`config.mk`:
```
export PLATFORM = sky130hd
export DESIGN_NAME = rmq_queue
export DESIGN_NICKNAME = d
export VERILOG_FILES = /design/src/design/rmq_pkg.sv /design/src/design/rmq_queue.sv
export SDC_FILE = /design/constraint.sdc
export NUM_CORES = 1
export LEC_CHECK = 0
export BUFFER_PORTS_ARGS = -buffer_cell sky130_fd_sc_hd__buf_2
export CORE_UTILIZATION = 55
export DETAILED_ROUTE_END_ITERATION = 12
export GPL_TIMING_DRIVEN = 0
export PLACE_DENSITY_LB_ADDON = 0.12
export RECOVER_POWER = 25
export SETUP_SLACK_MARGIN = 0.4
export SLEW_MARGIN = 20
export SYNTH_ARGS = -nofsm -noshare
export SYNTH_HDL_FRONTEND = slang
export SYNTH_SLANG_ARGS = --single-unit
```
`constraint.sdc`:
```
create_clock -name clk -period 7.52 [get_ports clk]
set_input_delay 1.128 -clock clk [delete_from_list [all_inputs] [get_ports clk]]
set_output_delay 1.128 -clock clk [all_outputs]
set_load 0.1 [all_outputs]
```
`src/design/rmq_pkg.sv`:
```
// ----------------------------------------------------------------------------
// Rotation matrix to quaternion: shared package
// Widths, pipeline depths, the branch code, the request record passed between
// the front end, the queue and the back end, and the back end's stage records.
// ----------------------------------------------------------------------------
package rmq_pkg;

  localparam int FRAC_BITS   = 14;
  localparam int DATA_W      = 16;
  localparam int NUM_W       = 17;
  localparam int RAD_W       = 32;
  localparam int ROOT_W      = 16;
  localparam int QUO_W       = 24;
  localparam int SQRT_STAGES = 16;
  localparam int DIV_STAGES  = 24;

  typedef enum logic [1:0] {
    MODE_TRACE,
    MODE_X,
    MODE_Y,
    MODE_Z
  } mode_t;

  typedef struct packed {
    mode_t                    mode;
    logic                     deg;
    logic signed [NUM_W-1:0]  n0;
    logic signed [NUM_W-1:0]  n1;
    logic signed [NUM_W-1:0]  n2;
    logic [RAD_W-1:0]         rad;
  } item_t;

  typedef struct packed {
    item_t             item;
    logic [RAD_W-1:0]  rem;
    logic [RAD_W-1:0]  root;
  } sq_stage_t;

  typedef struct packed {
    logic               valid;
    mode_t              mode;
    logic               deg;
    logic [ROOT_W-1:0]  half;
  } ctrl_t;

endpackage

```
`src/design/rmq_queue.sv`:
```
// ----------------------------------------------------------------------------
// Rotation matrix to quaternion: request queue
// Two-entry queue between the front end and the back end.
// ----------------------------------------------------------------------------
module rmq_queue (
  input  logic           clk,
  input  logic           rst,
  input  logic           push_valid,
  output logic           push_ready,
  input  rmq_pkg::item_t push_item,
  output logic           pop_valid,
  input  logic           pop_ready,
  output rmq_pkg::item_t pop_item
);
  import rmq_pkg::*;

  item_t       mem [2];
  logic        wp;
  logic        rp;
  logic [1:0]  count;
  logic        push;
  logic        pop;

  assign push_ready = (count != 2'd2);
  assign pop_valid  = (count != 2'd0);
  assign pop_item   = mem[rp];
  assign push       = push_valid && push_ready;
  assign pop        = pop_valid && pop_ready;

  always_ff @(posedge clk) begin
    if (rst) begin
      wp    <= 1'b0;
      rp    <= 1'b0;
      count <= 2'd0;
    end else begin
      if (push) begin
        wp <= !wp;
      end
      if (pop) begin
        rp <= !rp;
      end
      case ({push, pop})
        2'b10:   count <= count + 2'd1;
        2'b01:   count <= count - 2'd1;
        default: count <= count;
      endcase
    end
    if (push) begin
      mem[wp] <= push_item;
    end
  end

endmodule

```
==> summary.md <==
| Metric | Value |
|---|---|
| Number of diodes | `0` |
| WS Path Type | `reg -> out` |
| Reg-to-reg slack, setup | `5.55 ns` |
| Row count | `39` |
| CP startpoint kind | `flop` |
| Clock-pin slew on the worst setup and hold paths | `0.06 ns` |
| Core area | `11400 µm²` |
| Mean Syn Cell Area | `22.0 µm²` |
| Most frequent cells after synthesis | `172 x edfxtp_1, 86 x mux2_2, 5 x buf_2, 5 x buf_6, 5 x dfxtp_1` |
| Fill cells | `750` |
| HPWL after detailed placement | `7.23 mm` |
| Area share of the largest cell type after synthesis | `0.802` |
| Register area | `5270 µm²` |
| Largest net degree at the start of global routing | `47` |
| Drt wl/cell | `17.4 µm` |
| Setup Skew | `0.00406 ns` |
| Area growth, synth to finish | `25.9%` |
| Drt pass-1 iters | `4` |
| Seq/Total Area, Yosys | `0.818` |
| Most common cell in the netlist | `edfxtp_1` |
| First-pass GRT wire length | `16.1 mm` |
| Multi-input logic area | `1090 µm²` |
| Vias per cell | `5.16` |
| Clock Path Buffers | `2` |
| Final nets | `581` |
| Synth Area in Simple Gates | `0.00739` |
| DR iter-0 viols | `159` |
| Syn Std Cell Area | `6440 µm²` |
| Initial cell density of the core | `0.564` |
| Critical Path End Type | `output port` |
| Max-slew headroom | `0.588` |
| Net Count, Synth | `383` |
| Final ANT Viol Nets | `0` |
| Synth area leaders | `edfxtp_1 80%, mux2_2 15%, dfxtp_1 1.6%` |
| Count of cell types in the netlist | `20` |
| Combinational family with the most area after synthesis | `multiplexers` |
| Overall fraction of global-route tracks in use | `0.189` |
| YS warnings | `0` |
| Critical Path RT | `6.39 ns` |
| H-tree depth | `4` |
| Die width | `110 µm` |
| Ys async rst share | `0` |
| Status | `finished, final reports clean` |
| Min Tclk post-route | `2.99 ns` |
| Final period util | `0.397` |
| Leading area contributor after synthesis | `edfxtp_1` |
| Ports | `178` |
| Port bufs | `177` |
| Antenna violations before repair | `0` |
| Die Y | `110 µm` |
| Post-synthesis register bit count | `177` |
| Hold/Removal Path Class | `reg -> reg` |
| WP data arrival | `1.86 ns` |
| Fin. max-slew vios | `0` |
| EDFF count, synth | `172` |
| Detailed-route via count | `3311` |
| Compound-gate portion of the synthesized area | `0.00505` |
| Area of the die | `12100 µm²` |
| Ratio of cells with drive above 1 in the final layout | `0.589` |
| Drt total wl | `11.2 mm` |
| Setup violators final | `0` |
| Max Fclk | `335 MHz` |
| Final Wtd Congestion | `0.726` |
| Cells after Synth | `292` |
| CTS tree | `built` |
| Synth Area in Adders | `0.00194` |
| RSZ-0062 raised after global routing | `no` |
| WHS | `0.519 ns` |
| Crit-path max FO | `10` |
| Drt drc | `0` |
| Main flop type after synthesis | `edfxtp_1` |
| Clk Latency, worst-skew pair | `0.42 ns` |
| Worst-margin pin slew | `0.619 ns` |
| Global route overflow | `0` |
| Max-cap violations | `0` |
| Post_cts resized | `0` |
| XOR/XNOR share of the synthesized area | `0.00408` |
| Setup TNS | `0 ns` |
| Final hold viol count | `0` |
| Mux cell area share after synthesis | `0.150` |
| Hold buffer count at CTS | `0` |
| TritonCTS Buffers | `17` |
| Vias in the first global route | `3249` |
| Root buffer cell | `clkbuf_16` |
| Post-CTS Setup Bufs | `0` |
| Clk sinks | `177` |
path summary, 6_finish.rpt:
check | startpoint | endpoint | depth (start not counted)
hold / removal | rp | rp | 2
hold reg to reg | rp | rp | 2
setup / recovery | flop | pop_item[38] | 5
setup reg to reg | count[0] | mem[1][55] | 3
sequential cells by signal, summed over array words and instances (netlist names), named ones only:
register,cells
count,2
mem,172
rp,1
wp,1
per-layer routing:
layer	track usage	wire length, µm
met5	0	0
met4	0.0940	201
met3	0.0770	911
met2	0.314	5810
met1	0.210	4260
cell usage in the layout (no fill, tap or decap):
cell,netlist,layout
nand3b_1,1,1
ha_1,1,1
edfxtp_1,172,172
bufinv_16,0,3
nand2_1,1,1
clkinv_1,0,5
and3_4,0,1
clkbuf_16,0,17
a21bo_2,1,1
buf_6,5,5
dfxtp_1,5,5
inv_4,0,1
clkbuf_1,0,8
buf_16,0,2
nor2_1,3,3
a21oi_1,2,2
mux2_2,86,86
nand2b_1,1,1
o21a_1,1,1
o21ai_0,1,1
xnor2_1,2,2
or3_1,1,1
clkinv_2,0,3
xor2_1,1,1
buf_2,5,174
or2_2,1,1
critical path, stage by stage, from the launching register on:
cell	delay, ns
dfxtp_1	0.30
buf_2	0.15
buf_6	0.18
buf_6	0.17
mux2_2	0.35
buf_2	0.29
cells by family after synthesis:
group,count (synthesis)
flops,177
mux,86
buf+inv,11
simple gates,9
compound gates,5
xor+xnor,3
fa+ha+maj,1
final cells by class:
type                            instances  share of cell area
Buffer                                 10              0.0100
Clock buffer                           17              0.0525
Clock inverter                         11              0.0153
Inverter                                1            0.000772
Multi-Input combinational cell        104               0.135
Sequential cell                       177               0.650
Tap cell                              143              0.0221
Timing Repair Buffer                  179               0.115
stage by stage:
stage | worst slack [ns] | area [µm²] | std cells | util
after floorplan | 3.64 | 6440 | 292 | -
after global placement | 2.70 | 7500 | 612 | 0.657
after detailed placement | 4.95 | 7560 | 614 | 0.663
after CTS | 4.47 | 8110 | 642 | 0.711
after global routing | 4.41 | 8100 | 642 | 0.710
final | 4.53 | 8100 | 642 | 0.710
Power is left out: the tool's default activity adds up to more than one toggle a clock period on the data nets, which glitch-free logic cannot reach.
