<file path="config.mk">
export PLATFORM = sky130hd
export DESIGN_NAME = rmq_front_flat
export DESIGN_NICKNAME = d
export VERILOG_FILES = /design/src/design/rmq_pkg.sv /design/src/design/rmq_if.sv /design/src/design/rmq_front.sv /design/src/flat_wrapper.sv
export SDC_FILE = /design/constraint.sdc
export NUM_CORES = 1
export LEC_CHECK = 0
export ABC_CLOCK_PERIOD_IN_PS = 27000
export BUFFER_PORTS_ARGS = -buffer_cell sky130_fd_sc_hd__buf_4
export CAP_MARGIN = 20
export CORE_MARGIN = 2
export CORE_UTILIZATION = 60
export CTS_BUF_LIST = sky130_fd_sc_hd__clkbuf_8
export DETAILED_ROUTE_END_ITERATION = 6
export PLACE_DENSITY = 0.84
export SLEW_MARGIN = 20
export SYNTH_ARGS = -nofsm -noshare
export SYNTH_HDL_FRONTEND = slang
export SYNTH_SLANG_ARGS = --single-unit
</file>
<file path="constraint.sdc">
create_clock -name clk -period 27 [get_ports clk]
set_clock_uncertainty 0.15 [all_clocks]
set_input_delay 4.05 -clock clk [delete_from_list [all_inputs] [get_ports clk]]
set_output_delay 4.05 -clock clk [all_outputs]
set_load 0.02 [all_outputs]
</file>
<file path="src/design/rmq_pkg.sv">
// ----------------------------------------------------------------------------
// Rotation matrix to quaternion: shared package
// Widths, pipeline depths, the branch code, the request record passed between
// the front end, the queue and the back end, and the back end's stage records.
// ----------------------------------------------------------------------------
package rmq_pkg;

  localparam int FRAC_BITS   = 14;
  localparam int DATA_W      = 16;
  localparam int NUM_W       = 17;
  localparam int RAD_W       = 32;
  localparam int ROOT_W      = 16;
  localparam int QUO_W       = 24;
  localparam int SQRT_STAGES = 16;
  localparam int DIV_STAGES  = 24;

  typedef enum logic [1:0] {
    MODE_TRACE,
    MODE_X,
    MODE_Y,
    MODE_Z
  } mode_t;

  typedef struct packed {
    mode_t                    mode;
    logic                     deg;
    logic signed [NUM_W-1:0]  n0;
    logic signed [NUM_W-1:0]  n1;
    logic signed [NUM_W-1:0]  n2;
    logic [RAD_W-1:0]         rad;
  } item_t;

  typedef struct packed {
    item_t             item;
    logic [RAD_W-1:0]  rem;
    logic [RAD_W-1:0]  root;
  } sq_stage_t;

  typedef struct packed {
    logic               valid;
    mode_t              mode;
    logic               deg;
    logic [ROOT_W-1:0]  half;
  } ctrl_t;

endpackage

</file>
<file path="src/design/rmq_if.sv">
// ----------------------------------------------------------------------------
// Rotation matrix to quaternion: channel interfaces
// Matrix request channel and quaternion result channel, valid/ready.
// ----------------------------------------------------------------------------
interface rmq_in_if;
  logic               valid;
  logic               ready;
  logic signed [15:0] r00;
  logic signed [15:0] r01;
  logic signed [15:0] r02;
  logic signed [15:0] r10;
  logic signed [15:0] r11;
  logic signed [15:0] r12;
  logic signed [15:0] r20;
  logic signed [15:0] r21;
  logic signed [15:0] r22;

  modport source (output valid, r00, r01, r02, r10, r11, r12, r20, r21, r22,
                  input ready);
  modport sink (input valid, r00, r01, r02, r10, r11, r12, r20, r21, r22,
                output ready);
endinterface


</file>
<file path="src/design/rmq_front.sv">
// ----------------------------------------------------------------------------
// Rotation matrix to quaternion: front end
// Picks the trace or the dominant diagonal axis, forms the radicand and the
// three numerators, and registers the classified request.
// ----------------------------------------------------------------------------
module rmq_front (
  input  logic           clk,
  input  logic           rst,
  rmq_in_if.sink         in,
  output logic           valid,
  input  logic           ready,
  output rmq_pkg::item_t item
);
  import rmq_pkg::*;

  logic signed [DATA_W-1:0] m [3][3];
  logic signed [17:0]       tr;
  logic signed [17:0]       rad;
  logic [1:0]               ii;
  logic [1:0]               jj;
  logic [1:0]               kk;
  item_t                    item_next;
  logic                     take;

  function automatic logic signed [17:0] sx18(input logic signed [DATA_W-1:0] a);
    return {{2{a[DATA_W-1]}}, a};
  endfunction

  function automatic logic signed [NUM_W-1:0] sx17(input logic signed [DATA_W-1:0] a);
    return {a[DATA_W-1], a};
  endfunction

  assign m[0][0] = in.r00;
  assign m[0][1] = in.r01;
  assign m[0][2] = in.r02;
  assign m[1][0] = in.r10;
  assign m[1][1] = in.r11;
  assign m[1][2] = in.r12;
  assign m[2][0] = in.r20;
  assign m[2][1] = in.r21;
  assign m[2][2] = in.r22;

  always_comb begin
    tr = sx18(in.r00) + sx18(in.r11) + sx18(in.r22);
    ii = 2'd0;
    if (in.r11 > in.r00) begin
      ii = 2'd1;
    end
    if (in.r22 > m[ii][ii]) begin
      ii = 2'd2;
    end
    case (ii)
      2'd0: begin
        jj = 2'd1;
        kk = 2'd2;
      end
      2'd1: begin
        jj = 2'd2;
        kk = 2'd0;
      end
      default: begin
        jj = 2'd0;
        kk = 2'd1;
      end
    endcase

    if (tr > 18'sd0) begin
      rad          = tr + 18'sd16384;
      item_next.mode = MODE_TRACE;
      item_next.n0 = sx17(in.r12) - sx17(in.r21);
      item_next.n1 = sx17(in.r20) - sx17(in.r02);
      item_next.n2 = sx17(in.r01) - sx17(in.r10);
    end else begin
      rad = 18'sd16384 + sx18(m[ii][ii]) - sx18(m[jj][jj]) - sx18(m[kk][kk]);
      case (ii)
        2'd0:    item_next.mode = MODE_X;
        2'd1:    item_next.mode = MODE_Y;
        default: item_next.mode = MODE_Z;
      endcase
      item_next.n0 = sx17(m[jj][kk]) - sx17(m[kk][jj]);
      item_next.n1 = sx17(m[ii][jj]) + sx17(m[jj][ii]);
      item_next.n2 = sx17(m[ii][kk]) + sx17(m[kk][ii]);
    end

    item_next.deg = (rad <= 18'sd0);
    if (item_next.deg) begin
      item_next.rad = RAD_W'(32'h0000_4000);
    end else begin
      item_next.rad = RAD_W'({rad[16:0], {FRAC_BITS{1'b0}}});
    end
  end

  assign in.ready = !valid || ready;
  assign take     = in.valid && in.ready;

  always_ff @(posedge clk) begin
    if (rst) begin
      valid <= 1'b0;
    end else if (in.ready) begin
      valid <= in.valid;
    end
    if (take) begin
      item <= item_next;
    end
  end

endmodule

</file>
<file path="src/flat_wrapper.sv">
// flat-port wrapper written by rule: the top's interface ports become plain ports
module rmq_front_flat import rmq_pkg::*;
  (clk, rst, valid, ready, item, in_valid, in_r00, in_r01, in_r02, in_r10, in_r11, in_r12, in_r20, in_r21, in_r22, in_ready);
  rmq_in_if in_i ();
  input  logic clk;
  input  logic rst;
  output logic valid;
  input  logic ready;
  output rmq_pkg::item_t item;
  input wire logic [$bits(in_i.valid)-1:0] in_valid;
  input wire logic [$bits(in_i.r00)-1:0] in_r00;
  input wire logic [$bits(in_i.r01)-1:0] in_r01;
  input wire logic [$bits(in_i.r02)-1:0] in_r02;
  input wire logic [$bits(in_i.r10)-1:0] in_r10;
  input wire logic [$bits(in_i.r11)-1:0] in_r11;
  input wire logic [$bits(in_i.r12)-1:0] in_r12;
  input wire logic [$bits(in_i.r20)-1:0] in_r20;
  input wire logic [$bits(in_i.r21)-1:0] in_r21;
  input wire logic [$bits(in_i.r22)-1:0] in_r22;
  output wire logic [$bits(in_i.ready)-1:0] in_ready;
  assign in_i.valid = in_valid;
  assign in_i.r00 = in_r00;
  assign in_i.r01 = in_r01;
  assign in_i.r02 = in_r02;
  assign in_i.r10 = in_r10;
  assign in_i.r11 = in_r11;
  assign in_i.r12 = in_r12;
  assign in_i.r20 = in_r20;
  assign in_i.r21 = in_r21;
  assign in_i.r22 = in_r22;
  assign in_ready = in_i.ready;
  rmq_front u_core (.clk(clk), .rst(rst), .in(in_i), .valid(valid), .ready(ready), .item(item));
endmodule
</file>
==> results.md <==
Clock tree:
- Counting every sink on the clock net gives 72.
- The post-CTS setup repair buffer count is 0.
- In this run, CTS created clock tree buffers numbering 9.
- The clock tree synthesis step divided the H-tree into 3 levels.
- The root cell of the clock tree is sky130_fd_sc_hd__clkbuf_8.
- For the worst-skew pair, the clock arrives at the later sink with an insertion delay of 0.39 ns.
- TritonCTS built the clock tree.
- After clock tree synthesis, the clock-pin slew on the worst setup and hold paths is 0.10 ns.
- Post-CTS repair changed the size of 0 cells.
- Hold repair after CTS inserted 0 buffers.
- The clock passes through at most 2 buffers.

Placement:
- After detailed placement, the design holds a cell count of 2,024.
- The count of input and output buffers is 220.
- The detailed placement HPWL is 31.2 mm.
- The placer's final routability congestion estimate is between 0.9 and 1.
- The worst slack at placement is 12.44 ns.

Logic synthesis:
- Summed over its instances, the top area cell type makes up 15.9% of the synthesized netlist area.
- The mean area per synthesized cell is 8.90 um^2.
- In this run the cell area of the synthesized design comes to 0.0139 mm^2.
- The number of synthesized flops with an enable pin is roughly 70.
- In the synthesized netlist, the number of instances is roughly 1,600.
- The cell taking the most area after synthesis is sky130_fd_sc_hd__ha_1.
- Yosys attributes the largest share of cell area to sky130_fd_sc_hd__ha_1, sky130_fd_sc_hd__edfxtp_1, sky130_fd_sc_hd__mux2i_1.
- The fraction of the yosys area taken by sequential cells is approximately 15%.
- The number of warning messages in the yosys log is 0.
- The flip-flop cell with the highest count after synthesis is sky130_fd_sc_hd__edfxtp_1.
- After synthesis, the netlist uses 76 different library cells.
- The number of synthesized register bits is 72.
- For this run, asynchronously set or reset flops after synthesis account for 0%.

STA:
- The routed design could run at a clock period as short as 14.32 ns.
- Headroom to the max-slew limit came out at 25.7%.
- The number of hold-slack violations in the final timing report is 0.
- Derived from the worst setup path, the maximum achievable clock frequency is ~70 MHz.
- Setup repair after global routing left no endpoint under its margin.
- For the pin with the worst max-slew slack, the measured transition is 1.12 ns.
- The share of the clock period used by the worst path after layout is approximately 53%.
- The number of max-slew violations in the final report is 0.
- Setup total negative slack on the finished layout was measured at 0 ns.
- The final critical-path setup slack is around 13 ns.
- Setup violations remaining at the end of the flow were counted as 0.

Floorplan:
- The placeable core region is 0.0227 mm^2.
- The full die area is about 0.024 mm^2.
- Once the floorplan was initialized, standard cells occupied 61.3% of the core.
- Measured along the x axis, the die boundary spans 156 um.
- During I/O placement, the number of pins put on the boundary was 236.
- The vertical die dimension is 156 um.
- The standard-cell row count is 55.

Power:
- The power per standard cell area is roughly 89 mW/mm^2.
- The cell leakage power is 7.70 nW.
- The worst IR drop on VDD is 0.0574 mV.

Detailed routing:
- The number of DRC markers in iteration 0 is 1,019.
- In the routed design, unresolved DRC markers number 0.
- In this run the remaining antenna-violating nets after routing total 0.
- The final wirelength is just under 40 mm.
- The average via count per standard cell is ~6.3.
- The first detailed-routing pass took 5 iterations.
- The number of vias after detailed routing is 12,900.
- Dividing the detail-routed wire length by the instance count gives 19.4 um.

Cells and area:
- The number of antenna cells inserted is 0.
- The count of non-filler cells in the finished layout is 2,040.
- Relative to the synthesized area, the layout overhead comes to 14.2%.
- The ratio of cells with drive above 1 in the final layout is 21.7%.
- In the layout the commonest cells are sky130_fd_sc_hd__buf_4, sky130_fd_sc_hd__mux2i_1, sky130_fd_sc_hd__ha_1.
- The most common cell after layout, fill and taps aside is sky130_fd_sc_hd__buf_4.
- The total number of nets in the final design is 2,115.

Job:
- The reported max-cap violation count is 0.

Run status:
- The flow ran to the end, and the final reports show no timing, DRC or antenna violations.

Global route:
- The first global-routing pass estimated 62.8 mm of wire.
- Global routing consumed, over all layers together, roughly 32% of the routing resources.
- The initial antenna violation count is 0.
- The maximum number of pins on one net before global-route repair is 86.
- Global routing finished with a remaining overflow of 0.
- The via count of the first global-routing pass came to 12,500.

Critical path:
- By startpoint and endpoint, the worst setup path is classified as input port to flip-flop.
- The worst-path cell with the longest stage delay is sky130_fd_sc_hd__buf_4.
- STA classifies the critical path endpoint as a flip-flop.
- The maximum fanout encountered on the critical timing path is 85.
- The data arrival time of the critical path is 14.28 ns.
- On the worst path, the slowest cell contributes a delay of approximately 0.88 ns.
- The startpoint class of the critical path is an input port.
- The buffers plus inverters on the worst setup path is 4.
- The data required time of the worst path is ~27 ns.
- The largest delay contributor family on the critical path is compound AO/OA/AOI/OAI gates.

Worst hold path:
- The worst hold path belongs to the class flip-flop to flip-flop.
[layer usage]
layer  vias to the layer above  routed length [um]  share of wire (%)  track usage, %
li1                       6113                   -                  -               -
met1                      6073               16500                 42            42.5
met2                       615               18800                 48            54.9
met4                         0                1130                2.8            10.3
met5                         -                   0                  0               0
met3                        78                3110                7.9            3.82
[final timing paths]
kind	startpoint	endpoint	slack (ns)	cells past startpoint
max	in_r00[1]	u_core.item[16]$_SDFFCE_PP0P_	12.68	34
min	u_core.valid$_SDFFE_PP0N_	u_core.valid$_SDFFE_PP0N_	0.41	2
max reg2reg	u_core.valid$_SDFFE_PP0N_	u_core.item[74]$_DFFE_PP_	25.08	2
min reg2reg	u_core.valid$_SDFFE_PP0N_	u_core.valid$_SDFFE_PP0N_	0.41	2
[sequential cells by signal (all words and copies together) (netlist names)]
signal,flops
u_core.valid,1
u_core.item,71
[layout make-up]
type	count	area [um^2]
Tap cell	285	357
Fill cell	1812	6820
Timing Repair Buffer	225	1690
Sequential cell	72	2150
Clock inverter	5	47.5
Inverter	135	507
Multi-Input combinational cell	1307	11000
Clock buffer	11	151
[power by group]
group          internal [mW]  switching [mW]  total (mW)
Combinational          0.479           0.646        1.12
Clock                 0.0470          0.0534       0.100
Sequential             0.181          0.0131       0.194
Total                  0.707           0.712        1.42
[through the flow]
| step | power (mW) | utilization, % | hold slack [ns] | instance area (um^2) |
|---|---|---|---|---|
| after floorplan | 1.02 | - | 0.579 | 14000 |
| after global placement | 1.27 | 69.1 | 0.359 | 15700 |
| after detailed placement | 1.29 | 69.1 | 0.392 | 15700 |
| after CTS | 1.40 | 70.0 | 0.410 | 15900 |
| after global routing | 1.53 | 70.0 | 0.439 | 15900 |
| final | 1.42 | 70.0 | 0.412 | 15900 |
[synthesized netlist by cell type, types with 5 or more instances]
| cell type | number |
|---|---|
| sky130_fd_sc_hd__a2111oi_0 | 8 |
| sky130_fd_sc_hd__a211o_1 | 6 |
| sky130_fd_sc_hd__a211oi_1 | 13 |
| sky130_fd_sc_hd__a21o_1 | 26 |
| sky130_fd_sc_hd__a21oi_1 | 97 |
| sky130_fd_sc_hd__a31oi_1 | 14 |
| sky130_fd_sc_hd__a41o_1 | 5 |
| sky130_fd_sc_hd__and2_1 | 8 |
| sky130_fd_sc_hd__and3_1 | 13 |
| sky130_fd_sc_hd__buf_1 | 13 |
| sky130_fd_sc_hd__buf_2 | 8 |
| sky130_fd_sc_hd__buf_4 | 17 |
| sky130_fd_sc_hd__buf_6 | 5 |
| sky130_fd_sc_hd__clkbuf_1 | 20 |
| sky130_fd_sc_hd__edfxtp_1 | 71 |
| sky130_fd_sc_hd__fa_1 | 40 |
| sky130_fd_sc_hd__ha_1 | 177 |
| sky130_fd_sc_hd__inv_1 | 135 |
| sky130_fd_sc_hd__mux2_2 | 117 |
| sky130_fd_sc_hd__mux2i_1 | 187 |
| sky130_fd_sc_hd__nand2_1 | 73 |
| sky130_fd_sc_hd__nand2b_1 | 24 |
| sky130_fd_sc_hd__nand3_1 | 39 |
| sky130_fd_sc_hd__nand4_1 | 7 |
| sky130_fd_sc_hd__nor2_1 | 98 |
| sky130_fd_sc_hd__nor2b_1 | 20 |
| sky130_fd_sc_hd__nor3_1 | 25 |
| sky130_fd_sc_hd__o2111ai_1 | 5 |
| sky130_fd_sc_hd__o211ai_1 | 9 |
| sky130_fd_sc_hd__o21a_1 | 23 |
| sky130_fd_sc_hd__o21ai_0 | 56 |
| sky130_fd_sc_hd__o21ai_1 | 6 |
| sky130_fd_sc_hd__o22ai_1 | 11 |
| sky130_fd_sc_hd__o31a_1 | 8 |
| sky130_fd_sc_hd__o31ai_1 | 19 |
| sky130_fd_sc_hd__or2_2 | 9 |
| sky130_fd_sc_hd__or3_1 | 15 |
| sky130_fd_sc_hd__xnor2_1 | 39 |
| sky130_fd_sc_hd__xor2_1 | 31 |
[cells by family (layout without fill, tap and decap cells)]
logic type                 after synthesis  after routing  share of synthesized area (%)
AOI/OAI and AO/OA                      352            352                           17.0
xor gates and xnor gates                70             70                           4.41
adders and majority gates              217            217                           21.7
buffers and inverters                  198            376                           6.14
DFF                                     72             72                           15.5
muxes                                  305            305                           23.0
other                                    1             15                         0.0270
and+or+nand+nor                        348            348                           12.2
[tightest hold or removal path, stage by stage (launching register included)]
cell and delay (ns):
sky130_fd_sc_hd__dfxtp_1 0.32, sky130_fd_sc_hd__nand2b_1 0.12, sky130_fd_sc_hd__a21oi_1 0.08
Power figures use the tool's default switching activity.
